===== src/hdl/adc_scan_oversampling_averager_core_assert.svh =====
// Assertion macros shared by the averager modules.
// Each macro expects signals named clk and rst_n in the including scope.
`ifndef ADC_SCAN_OVERSAMPLING_AVERAGER_CORE_ASSERT_SVH
`define ADC_SCAN_OVERSAMPLING_AVERAGER_CORE_ASSERT_SVH

// Consequent must hold in the same cycle as the antecedent.
`define AVG_ASSERT_NOW(lbl, ante, cons, msg) \
  lbl: assert property (@(posedge clk) disable iff (!rst_n) (ante) |-> (cons)) \
    else $error(msg);

// Consequent must hold in the cycle after the antecedent.
`define AVG_ASSERT_NEXT(lbl, ante, cons, msg) \
  lbl: assert property (@(posedge clk) disable iff (!rst_n) (ante) |=> (cons)) \
    else $error(msg);

`endif


===== src/hdl/adc_avg_pkg.sv =====
package adc_avg_pkg;

  // Default build values
  localparam int MAX_SLOTS_DEF   = 4;
  localparam int SAMPLE_BITS_DEF = 12;

  // Fixed field widths of the stream and configuration ports
  localparam int SAMPLE_W   = 12;
  localparam int SLOT_IN_W  = 2;
  localparam int SUPPLY_W   = 13;
  localparam int AVG_OUT_W  = 12;
  localparam int MV_W       = 13;
  localparam int TGT_W      = 10;
  localparam int ACT_W      = 3;
  localparam int NUM_TGT    = 4;
  localparam int CFG_IDX_W  = 3;
  localparam int CFG_DATA_W = 10;
  localparam int IN_DATA_W  = 32;
  localparam int OUT_DATA_W = 32;

  // Divisor width of the shared divider (holds a target or the full-scale code)
  localparam int DVS_W = 12;

  localparam logic [DVS_W-1:0] FULL_SCALE = 12'd4095;
  localparam logic [MV_W-1:0]  MV_MAX     = 13'd8191;

  // Configuration register indexes
  localparam logic [CFG_IDX_W-1:0] CFG_ACTIVE = 3'd0;
  localparam logic [CFG_IDX_W-1:0] CFG_TGT0   = 3'd1;
  localparam logic [CFG_IDX_W-1:0] CFG_TGT3   = 3'd4;

  // Request kinds carried in tuser
  localparam logic REQ_EVENT = 1'b0;
  localparam logic REQ_READ  = 1'b1;

  // Control into and status out of the shared divider
  typedef struct packed {
    logic start;
  } div_ctl_t;

  typedef struct packed {
    logic busy;
    logic done;
  } div_sts_t;

endpackage


===== src/hdl/adc_avg_div.sv =====
`include "adc_scan_oversampling_averager_core_assert.svh"

module adc_avg_div #(
  parameter int DivW = 25
) (
  input  logic                            clk,
  input  logic                            rst_n,
  input  adc_avg_pkg::div_ctl_t           div_ctl,
  input  logic [DivW-1:0]                 div_dividend,
  input  logic [adc_avg_pkg::DVS_W-1:0]   div_divisor,
  output adc_avg_pkg::div_sts_t           div_sts,
  output logic [DivW-1:0]                 div_quot
);
  import adc_avg_pkg::*;

  localparam int CntW = $clog2(DivW + 1);

  logic            busy_r, busy_nxt;
  logic            done_r, done_nxt;
  logic [CntW-1:0] cnt_r, cnt_nxt;
  logic [DivW-1:0] dvd_r;
  logic [DVS_W-1:0] rem_r;
  logic [DVS_W-1:0] dvs_r;

  logic [DVS_W:0]  rem_sh;
  logic [DVS_W:0]  diff;
  logic            qbit;

  // One restoring step: shift in the next dividend bit and try the subtraction.
  assign rem_sh = {rem_r, dvd_r[DivW-1]};
  assign diff   = rem_sh - {1'b0, dvs_r};
  assign qbit   = ~diff[DVS_W];

  // Step counter and handshake flags.
  always_comb begin
    busy_nxt = busy_r;
    done_nxt = 1'b0;
    cnt_nxt  = cnt_r;
    if (div_ctl.start) begin
      busy_nxt = 1'b1;
      cnt_nxt  = CntW'(DivW);
    end else if (busy_r) begin
      cnt_nxt = cnt_r - CntW'(1);
      if (cnt_r == CntW'(1)) begin
        busy_nxt = 1'b0;
        done_nxt = 1'b1;
      end
    end
  end

  always_ff @(posedge clk) begin
    if (!rst_n) begin
      busy_r <= 1'b0;
      done_r <= 1'b0;
      cnt_r  <= '0;
    end else begin
      busy_r <= busy_nxt;
      done_r <= done_nxt;
      cnt_r  <= cnt_nxt;
    end
  end

  // Datapath: the dividend register fills up with quotient bits from the bottom.
  always_ff @(posedge clk) begin
    if (div_ctl.start) begin
      dvd_r <= div_dividend;
      dvs_r <= div_divisor;
      rem_r <= '0;
    end else if (busy_r) begin
      dvd_r <= {dvd_r[DivW-2:0], qbit};
      rem_r <= qbit ? diff[DVS_W-1:0] : rem_sh[DVS_W-1:0];
    end
  end

  assign div_sts.busy = busy_r;
  assign div_sts.done = done_r;
  assign div_quot     = dvd_r;

  `AVG_ASSERT_NEXT(a_div_start_busy, div_ctl.start, busy_r, "divider did not start")
  `AVG_ASSERT_NEXT(a_div_done_idle, done_r && !div_ctl.start, !busy_r,
                   "divider still busy after done")
  `AVG_ASSERT_NOW(a_div_cnt_live, busy_r, cnt_r != '0, "divider busy with empty count")

endmodule


===== src/hdl/adc_scan_oversampling_averager_core.sv =====
// Status events are taken whenever the core is idle and give no result beat.
// A ready read with a nonzero target steps through S_DIV1, S_MUL, S_DIV2 and S_OUT, with
// two passes of the shared one-bit-per-cycle divider; other reads go straight to S_OUT.
// No new item is taken until the beat enters the output register, which is held off
// while an earlier beat still waits for the sink.
// Synchronous active-low reset clears all slot sums, counts and the scan position.
`include "adc_scan_oversampling_averager_core_assert.svh"

module adc_scan_oversampling_averager_core #(
  parameter int MaxSlots   = adc_avg_pkg::MAX_SLOTS_DEF,
  parameter int SampleBits = adc_avg_pkg::SAMPLE_BITS_DEF
) (
  input  logic                                  clk,
  input  logic                                  rst_n,
  // tdata: eoc_flag[0], eos_flag[1], sample[13:2], slot[15:14], supply_mv[28:16]
  input  logic [adc_avg_pkg::IN_DATA_W-1:0]     in_tdata,
  // tuser: req_type
  input  logic                                  in_tuser,
  input  logic                                  in_tvalid,
  output logic                                  in_tready,
  // tdata: average_raw[11:0], millivolts[24:12]
  output logic [adc_avg_pkg::OUT_DATA_W-1:0]    out_tdata,
  // tuser: ready_res
  output logic                                  out_tuser,
  output logic                                  out_tvalid,
  input  logic                                  out_tready,
  input  logic                                  cfg_we,
  input  logic [adc_avg_pkg::CFG_IDX_W-1:0]     cfg_index,
  input  logic [adc_avg_pkg::CFG_DATA_W-1:0]    cfg_wdata
);
  import adc_avg_pkg::*;

  localparam int SumW  = SampleBits + TGT_W;
  localparam int DivW  = SampleBits + SUPPLY_W;
  localparam int SlotW = (MaxSlots > 1) ? $clog2(MaxSlots) : 1;
  localparam int WrW   = ($clog2(MaxSlots + 1) > ACT_W) ? $clog2(MaxSlots + 1) : ACT_W;

  typedef enum logic [4:0] {
    S_IDLE = 5'b00001,
    S_DIV1 = 5'b00010,
    S_MUL  = 5'b00100,
    S_DIV2 = 5'b01000,
    S_OUT  = 5'b10000
  } state_t;

  // Unpacked input fields
  logic                  in_eoc;
  logic                  in_eos;
  logic [SAMPLE_W-1:0]   in_sample;
  logic [SLOT_IN_W-1:0]  in_slot;
  logic [SUPPLY_W-1:0]   in_supply;

  assign in_eoc    = in_tdata[0];
  assign in_eos    = in_tdata[1];
  assign in_sample = in_tdata[13:2];
  assign in_slot   = in_tdata[15:14];
  assign in_supply = in_tdata[28:16];

  // State
  state_t              state_r, state_nxt;
  logic [ACT_W-1:0]    active_r;
  logic [TGT_W-1:0]    tgt_r [NUM_TGT];
  logic [SumW-1:0]     sum_r [MaxSlots];
  logic [TGT_W-1:0]    cnt_r [MaxSlots];
  logic [SlotW-1:0]    scan_pos_r, scan_pos_nxt;
  logic [TGT_W-1:0]    slot_tgt [MaxSlots];

  // Result staging and output register
  logic                res_ready_r, res_ready_nxt;
  logic [SampleBits-1:0] avg_r, avg_nxt;
  logic [MV_W-1:0]     mv_r, mv_nxt;
  logic [SUPPLY_W-1:0] supply_r;
  logic                out_valid_r, out_valid_nxt;
  logic                out_ready_r;
  logic [AVG_OUT_W-1:0] out_avg_r;
  logic [MV_W-1:0]     out_mv_r;

  // Shared divider
  div_ctl_t            div_ctl;
  div_sts_t            div_sts;
  logic [DivW-1:0]     div_dividend;
  logic [DVS_W-1:0]    div_divisor;
  logic [DivW-1:0]     div_quot;

  logic                in_acc;
  logic                ev_acc;
  logic                rd_acc;
  logic                out_load;
  logic                slot_ok;
  logic                rd_ready;
  logic [SumW-1:0]     rd_sum;
  logic [TGT_W-1:0]    rd_cnt;
  logic [TGT_W-1:0]    rd_tgt;
  logic [TGT_W-1:0]    pos_cnt;
  logic [TGT_W-1:0]    pos_tgt;
  logic                pos_take;
  logic [SampleBits-1:0] samp;
  logic [WrW-1:0]      act_ext;
  logic [WrW-1:0]      wrap;
  logic [WrW-1:0]      pos_inc;
  logic [DivW-1:0]     prod;
  logic [SampleBits+AVG_OUT_W-1:0] avg_ext;

  assign in_tready = (state_r == S_IDLE);
  assign in_acc    = in_tvalid && in_tready;
  assign ev_acc    = in_acc && (in_tuser == REQ_EVENT);
  assign rd_acc    = in_acc && (in_tuser == REQ_READ);
  assign samp      = SampleBits'(in_sample);

  // Effective target per slot; slots past the register file keep a target of one.
  for (genvar g = 0; g < MaxSlots; g++) begin : g_tgt
    if (g < NUM_TGT) begin : g_reg
      assign slot_tgt[g] = tgt_r[g];
    end else begin : g_fix
      assign slot_tgt[g] = TGT_W'(1);
    end
  end

  // Select the slot under the scan position and the slot asked for by a read.
  always_comb begin
    rd_sum  = '0;
    rd_cnt  = '0;
    rd_tgt  = '0;
    pos_cnt = '0;
    pos_tgt = '0;
    for (int i = 0; i < MaxSlots; i++) begin
      if (int'(in_slot) == i) begin
        rd_sum = sum_r[i];
        rd_cnt = cnt_r[i];
        rd_tgt = slot_tgt[i];
      end
      if (int'(scan_pos_r) == i) begin
        pos_cnt = cnt_r[i];
        pos_tgt = slot_tgt[i];
      end
    end
  end

  assign slot_ok  = 32'(in_slot) < 32'(MaxSlots);
  assign rd_ready = slot_ok && (rd_cnt >= rd_tgt);
  assign pos_take = pos_cnt < pos_tgt;

  // Scan position: advance on end of conversion, wrap at the clamped slot count,
  // and return to zero on end of sequence.
  always_comb begin
    act_ext = WrW'(active_r);
    if (active_r == '0) begin
      wrap = WrW'(1);
    end else if (act_ext > WrW'(MaxSlots)) begin
      wrap = WrW'(MaxSlots);
    end else begin
      wrap = act_ext;
    end
    pos_inc      = WrW'(scan_pos_r) + WrW'(1);
    scan_pos_nxt = scan_pos_r;
    if (ev_acc && in_eoc) begin
      scan_pos_nxt = (pos_inc >= wrap) ? '0 : pos_inc[SlotW-1:0];
    end
    if (ev_acc && in_eos) begin
      scan_pos_nxt = '0;
    end
  end

  // Slot accumulators: add on a taken conversion, clear when a ready read is answered.
  always_ff @(posedge clk) begin
    if (!rst_n) begin
      for (int i = 0; i < MaxSlots; i++) begin
        sum_r[i] <= '0;
        cnt_r[i] <= '0;
      end
      scan_pos_r <= '0;
    end else begin
      for (int i = 0; i < MaxSlots; i++) begin
        if (ev_acc && in_eoc && pos_take && (int'(scan_pos_r) == i)) begin
          sum_r[i] <= sum_r[i] + SumW'(samp);
          cnt_r[i] <= cnt_r[i] + TGT_W'(1);
        end
        if (rd_acc && rd_ready && (int'(in_slot) == i)) begin
          sum_r[i] <= '0;
          cnt_r[i] <= '0;
        end
      end
      scan_pos_r <= scan_pos_nxt;
    end
  end

  // Configuration registers.
  always_ff @(posedge clk) begin
    if (!rst_n) begin
      active_r <= ACT_W'(1);
      for (int i = 0; i < NUM_TGT; i++) begin
        tgt_r[i] <= TGT_W'(1);
      end
    end else if (cfg_we) begin
      if (cfg_index == CFG_ACTIVE) begin
        active_r <= cfg_wdata[ACT_W-1:0];
      end
      for (int i = 0; i < NUM_TGT; i++) begin
        if (cfg_index == CFG_TGT0 + CFG_IDX_W'(i)) begin
          tgt_r[i] <= cfg_wdata[TGT_W-1:0];
        end
      end
    end
  end

  // Divider operands: the slot sum by its target, then the scaled product by full scale.
  assign prod         = DivW'(avg_r) * DivW'(supply_r);
  assign div_dividend = (state_r == S_MUL) ? prod : DivW'(rd_sum);
  assign div_divisor  = (state_r == S_MUL) ? FULL_SCALE : DVS_W'(rd_tgt);
  assign div_ctl.start = (rd_acc && rd_ready && (rd_tgt != '0)) || (state_r == S_MUL);

  adc_avg_div #(
    .DivW (DivW)
  ) u_div (
    .clk          (clk),
    .rst_n        (rst_n),
    .div_ctl      (div_ctl),
    .div_dividend (div_dividend),
    .div_divisor  (div_divisor),
    .div_sts      (div_sts),
    .div_quot     (div_quot)
  );

  assign out_load = (state_r == S_OUT) && (!out_valid_r || out_tready);

  // Read sequencer.
  always_comb begin
    state_nxt     = state_r;
    res_ready_nxt = res_ready_r;
    avg_nxt       = avg_r;
    mv_nxt        = mv_r;
    unique case (state_r)
      S_IDLE: begin
        if (rd_acc) begin
          res_ready_nxt = rd_ready;
          avg_nxt       = '0;
          mv_nxt        = '0;
          if (rd_ready && (rd_tgt != '0)) begin
            state_nxt = S_DIV1;
          end else begin
            state_nxt = S_OUT;
          end
        end
      end
      S_DIV1: begin
        if (div_sts.done) begin
          if (div_quot > DivW'({SampleBits{1'b1}})) begin
            avg_nxt = '1;
          end else begin
            avg_nxt = div_quot[SampleBits-1:0];
          end
          state_nxt = S_MUL;
        end
      end
      S_MUL: begin
        state_nxt = S_DIV2;
      end
      S_DIV2: begin
        if (div_sts.done) begin
          if (div_quot > DivW'(MV_MAX)) begin
            mv_nxt = MV_MAX;
          end else begin
            mv_nxt = div_quot[MV_W-1:0];
          end
          state_nxt = S_OUT;
        end
      end
      S_OUT: begin
        if (out_load) begin
          state_nxt = S_IDLE;
        end
      end
      default: begin
        state_nxt = S_IDLE;
      end
    endcase
  end

  always_ff @(posedge clk) begin
    if (!rst_n) begin
      state_r <= S_IDLE;
    end else begin
      state_r <= state_nxt;
    end
  end

  always_ff @(posedge clk) begin
    res_ready_r <= res_ready_nxt;
    avg_r       <= avg_nxt;
    mv_r        <= mv_nxt;
    if (rd_acc) begin
      supply_r <= in_supply;
    end
  end

  // Output register: holds a finished beat until the sink takes it.
  assign avg_ext = (SampleBits + AVG_OUT_W)'(avg_r);

  always_comb begin
    out_valid_nxt = out_valid_r;
    if (out_load) begin
      out_valid_nxt = 1'b1;
    end else if (out_tready) begin
      out_valid_nxt = 1'b0;
    end
  end

  always_ff @(posedge clk) begin
    if (!rst_n) begin
      out_valid_r <= 1'b0;
    end else begin
      out_valid_r <= out_valid_nxt;
    end
  end

  always_ff @(posedge clk) begin
    if (out_load) begin
      out_ready_r <= res_ready_r;
      out_avg_r   <= avg_ext[AVG_OUT_W-1:0];
      out_mv_r    <= mv_r;
    end
  end

  assign out_tvalid = out_valid_r;
  assign out_tuser  = out_ready_r;
  assign out_tdata  = OUT_DATA_W'({out_mv_r, out_avg_r});

  `AVG_ASSERT_NEXT(a_read_blocks, in_tvalid && in_tready && in_tuser, !in_tready,
                   "read request did not hold off the input")
  `AVG_ASSERT_NOW(a_div_free, div_ctl.start, !div_sts.busy,
                  "divider started while busy")
  `AVG_ASSERT_NOW(a_notready_zero, out_tvalid && !out_tuser, out_tdata == '0,
                  "not-ready result carries data")

endmodule

===== config.mk =====
export PLATFORM = sky130hd
export DESIGN_NAME = adc_scan_oversampling_averager_core
export DESIGN_NICKNAME = d
export VERILOG_FILES = /design/src/hdl/adc_avg_pkg.sv /design/src/hdl/adc_avg_div.sv /design/src/hdl/adc_scan_oversampling_averager_core.sv
export VERILOG_INCLUDE_DIRS = /design/src /design/src/hdl
export SDC_FILE = /design/constraint.sdc
export NUM_CORES = 1
export LEC_CHECK = 0
export ABC_AREA = 1
export ABC_CLOCK_PERIOD_IN_PS = 12300
export BUFFER_PORTS_ARGS = -buffer_cell sky130_fd_sc_hd__buf_2
export CELL_PAD_IN_SITES_DETAIL_PLACEMENT = 0
export CELL_PAD_IN_SITES_GLOBAL_PLACEMENT = 1
export CORE_MARGIN = 2
export CORE_UTILIZATION = 35
export DETAILED_ROUTE_END_ITERATION = 7
export PLACE_DENSITY_LB_ADDON = 0.1
export SLEW_MARGIN = 10
export SYNTH_ARGS = -nofsm -noshare
export SYNTH_HDL_FRONTEND = slang
export SYNTH_SLANG_ARGS = --single-unit

===== constraint.sdc =====
create_clock -name clk -period 12.3 [get_ports clk]
set_input_delay 1.23 -clock clk [delete_from_list [all_inputs] [get_ports clk]]
set_output_delay 1.23 -clock clk [all_outputs]
set_load 0.02 [all_outputs]

==> run summary <==
CTS Buffer Depth - 3
Final Slew Violations - 0
FF+latch count, synth - 299
Starting DRT DRC Count - 1143
Place WS - 5.35 ns
Clock Latency Late Sink - 0.58 ns
I/O Buffers - 75
Flop-to-flop setup slack - 6.50 ns
Die Span Y - 264 um
Routed WL per cell - 18.0 um
Worst slew pin tran - 1.13 ns
Max transition margin - 24.2%
Metal3 WL - 3790 um
Initial antenna violation count - 0
Worst r2r src - scan_pos_r[1]
Pleak - 12.4 nW
Post-Syn Area - 23600 sq um
Crit path DAT - 6.69 ns
Synth warn - 0
Reg2reg path depth - 20
CTS hold repair buffers - 0
Syn Area/Cell - 8.03 sq um
VDD IR max - 0.283 mV
Most frequent cell after synthesis - nand2_1
Post-synth EDFFs - 269
CP Launch Type - input pin
CTS Buf Count - 40
Top cells by area, synth - edfxtp_1 (34%), nand2_1 (11%), fa_1 (9.7%)
Final hold violations - 0
Met1 Routed Length - 31800 um
Required time of the critical path - 12.61 ns
Horiz. Die Dim - 264 um
Status - finished clean
DRC viols - 0
Reg-to-Reg End - sum_r[3][21]
Final worst setup slack - 5.92 ns
Worst hold path class - reg -> reg
Post-cts sizing count - 0
Largest net degree at the start of global routing - 50
Nets - 3300
Vias per std cell - 4.99
Post-CTS Setup Inserts - 0
Min cycle time layout - 6.38 ns
WL met2 - 32300 um
Max Clock Skew - 0.0224 ns
# H-tree levels - 2
First-pass GRT wire length - 110000 um
Setup violations, final - 0
Max-cap violations - 0
# IOs - 86
# diodes - 0
Final wirelength - 69700 um
Clk root buf - clkbuf_16
Crit Path Max Fanout - 48
Min-Delay Path Depth - 0
Pre-antenna DRT Iters - 5
Hold Slack - 0.417 ns
Final Power - 6.72 mW
DPL Wire Length - 52700 um
WS Path Type - in -> reg
Final period utilization - 51.9%
RD Place Congestion - 0.888
Starting density of the core - 35.3%
Core area - 67000 sq um
Syn Inst Count - 2942
Ys async rst share - 0%
Total die area - 69600 sq um
Cell Pwr Density - 257 nW/um^2
Distinct cell type count after synthesis - 52
Layout area overhead - 10.6%
RSZ-0062 raised after global routing - no
Hold Crit Start - mv_r[4]
Sequential-to-total area share from yosys stat - 36.7%
Routed Antenna Nets - 0
Commonest cells post-synth - nand2_1 (720), inv_1 (514), edfxtp_1 (269), nor2_1 (235), a21oi_1 (162)
Clock slew at reported path FFs - 0.06 ns
CP Capture Type - flip-flop
Top Metal Used - met4
Worst Hold End - out_mv_r[4]
Grt total ovfl - 0
Row cnt - 95
Share of layout cells above drive strength 1 - 6.68%
Fmax - 157 MHz
Clock Sinks - 299
GRT Overall Usage - 20.2%
Vias in the first global route - 19500
Synth Flop Type - edfxtp_1
CTS tree - built
Vias - 19400
Setup total negative slack - 0 ns
Yosys top cell area share - 34.2%
Post-synth top area cell - edfxtp_1
## cell families after synthesis
group           count (synthesis)  share of synthesized area, %
buf+inv                       626                          10.4
xor+xnor                       70                          2.59
fa+ha+maj                     270                          17.9
other cells                     1                        0.0159
simple gates                 1247                          22.0
compound gates                429                          10.3
flops                         299                          36.7
## area by class of cell
cell class,count,area [sq um]
Fill cell,7000,40900
Multi-Input combinational cell,2023,12500
Sequential cell,299,8680
Inverter,522,1970
Tap cell,873,1090
Clock buffer,43,1030
Timing Repair Buffer,93,510
Clock inverter,29,308
## how the worst max path moves through the flow
stage / from / endpoint / cells past startpoint
2_1_floorplan: in_tdata[15] / cnt_r[0][0] / 14
3_3_place_gp: in_tdata[15] / u_div.div_quot[14] / 19
3_5_place_dp: in_tdata[15] / u_div.div_quot[14] / 19
4_1_cts: in_tdata[15] / u_div.div_quot[14] / 19
5_1_grt: in_tdata[15] / u_div.div_quot[14] / 19
6_report: in_tdata[15] / u_div.div_quot[14] / 19
## registers in the layout, summed over array words and instances (netlist names)
name / cells
u_div.div_quot: 25
scan_pos_r: 2
u_div.dvs_r: 11
tgt_r: 40
res_ready_r: 1
out_avg_r: 12
u_div.busy_r: 1
cnt_r: 40
out_tuser: 1
state_r: 5
mv_r: 13
avg_r: 12
supply_r: 13
u_div.rem_r: 12
u_div.cnt_r: 5
out_mv_r: 13
sum_r: 88
out_tvalid: 1
act_ext: 3
u_div.done_r: 1
## power by group
group	internal (mW)	total, mW	switching [mW]
clock network	0.716	1.21	0.491
registers	1.23	1.36	0.135
logic	1.45	4.15	2.70
## through the flow
step           std cells  util [%]  cell area, sq um
4_1_cts             3882      39.0             26100
3_5_place_dp        3810      37.0             24800
3_3_place_gp        3810      37.0             24800
6_report            3882      39.0             26100
2_1_floorplan       2948         -             23700
5_1_grt             3882      39.0             26100
## worst max-delay path, stage by stage
cell      delay, ns
buf_2          0.29
nor2_4         0.77
clkinv_1       0.81
o22ai_1        0.51
a21oi_1        0.07
o21ai_0        0.11
ha_1           0.28
nand2_1        0.07
nand2_1        0.04
nand2_1        0.05
nand2_1        0.05
nand2_1        0.05
nand3_1        0.26
nand2_1        0.36
inv_1          0.09
nand2_2        0.48
nand2_2        0.80
nand2_1        0.30
nand2_1        0.06
## layer usage
| layer | GRT usage (%) | vias up |
|---|---|---|
| met5 | 0 | - |
| met4 | 5.59 | 0 |
| met3 | 3.50 | 95 |
| met2 | 33.3 | 422 |
| met1 | 27.3 | 9228 |
| li1 | - | 9624 |
## layout by cell type, fill, tap and decap left out, types with 6 or more instances in the layout
master,n
nand4_1,45
conb_1,7
nor4_1,8
nand2_1,720
fa_1,115
o21ai_1,9
nor2_1,235
edfxtp_1,269
a21oi_2,9
inv_1,514
nand3b_1,10
a22oi_1,11
clkbuf_16,41
o211ai_1,13
clkinv_2,9
o21bai_1,6
nor3_1,80
a31oi_1,12
o21ai_0,142
a221oi_1,7
or2_2,16
a21o_1,11
dfxtp_1,30
a21oi_1,162
ha_1,155
buf_4,18
xor2_1,48
clkinv_1,15
nand3_1,116
buf_2,75
o22ai_1,17
xnor2_1,22
(Power assumes the default switching activity.)
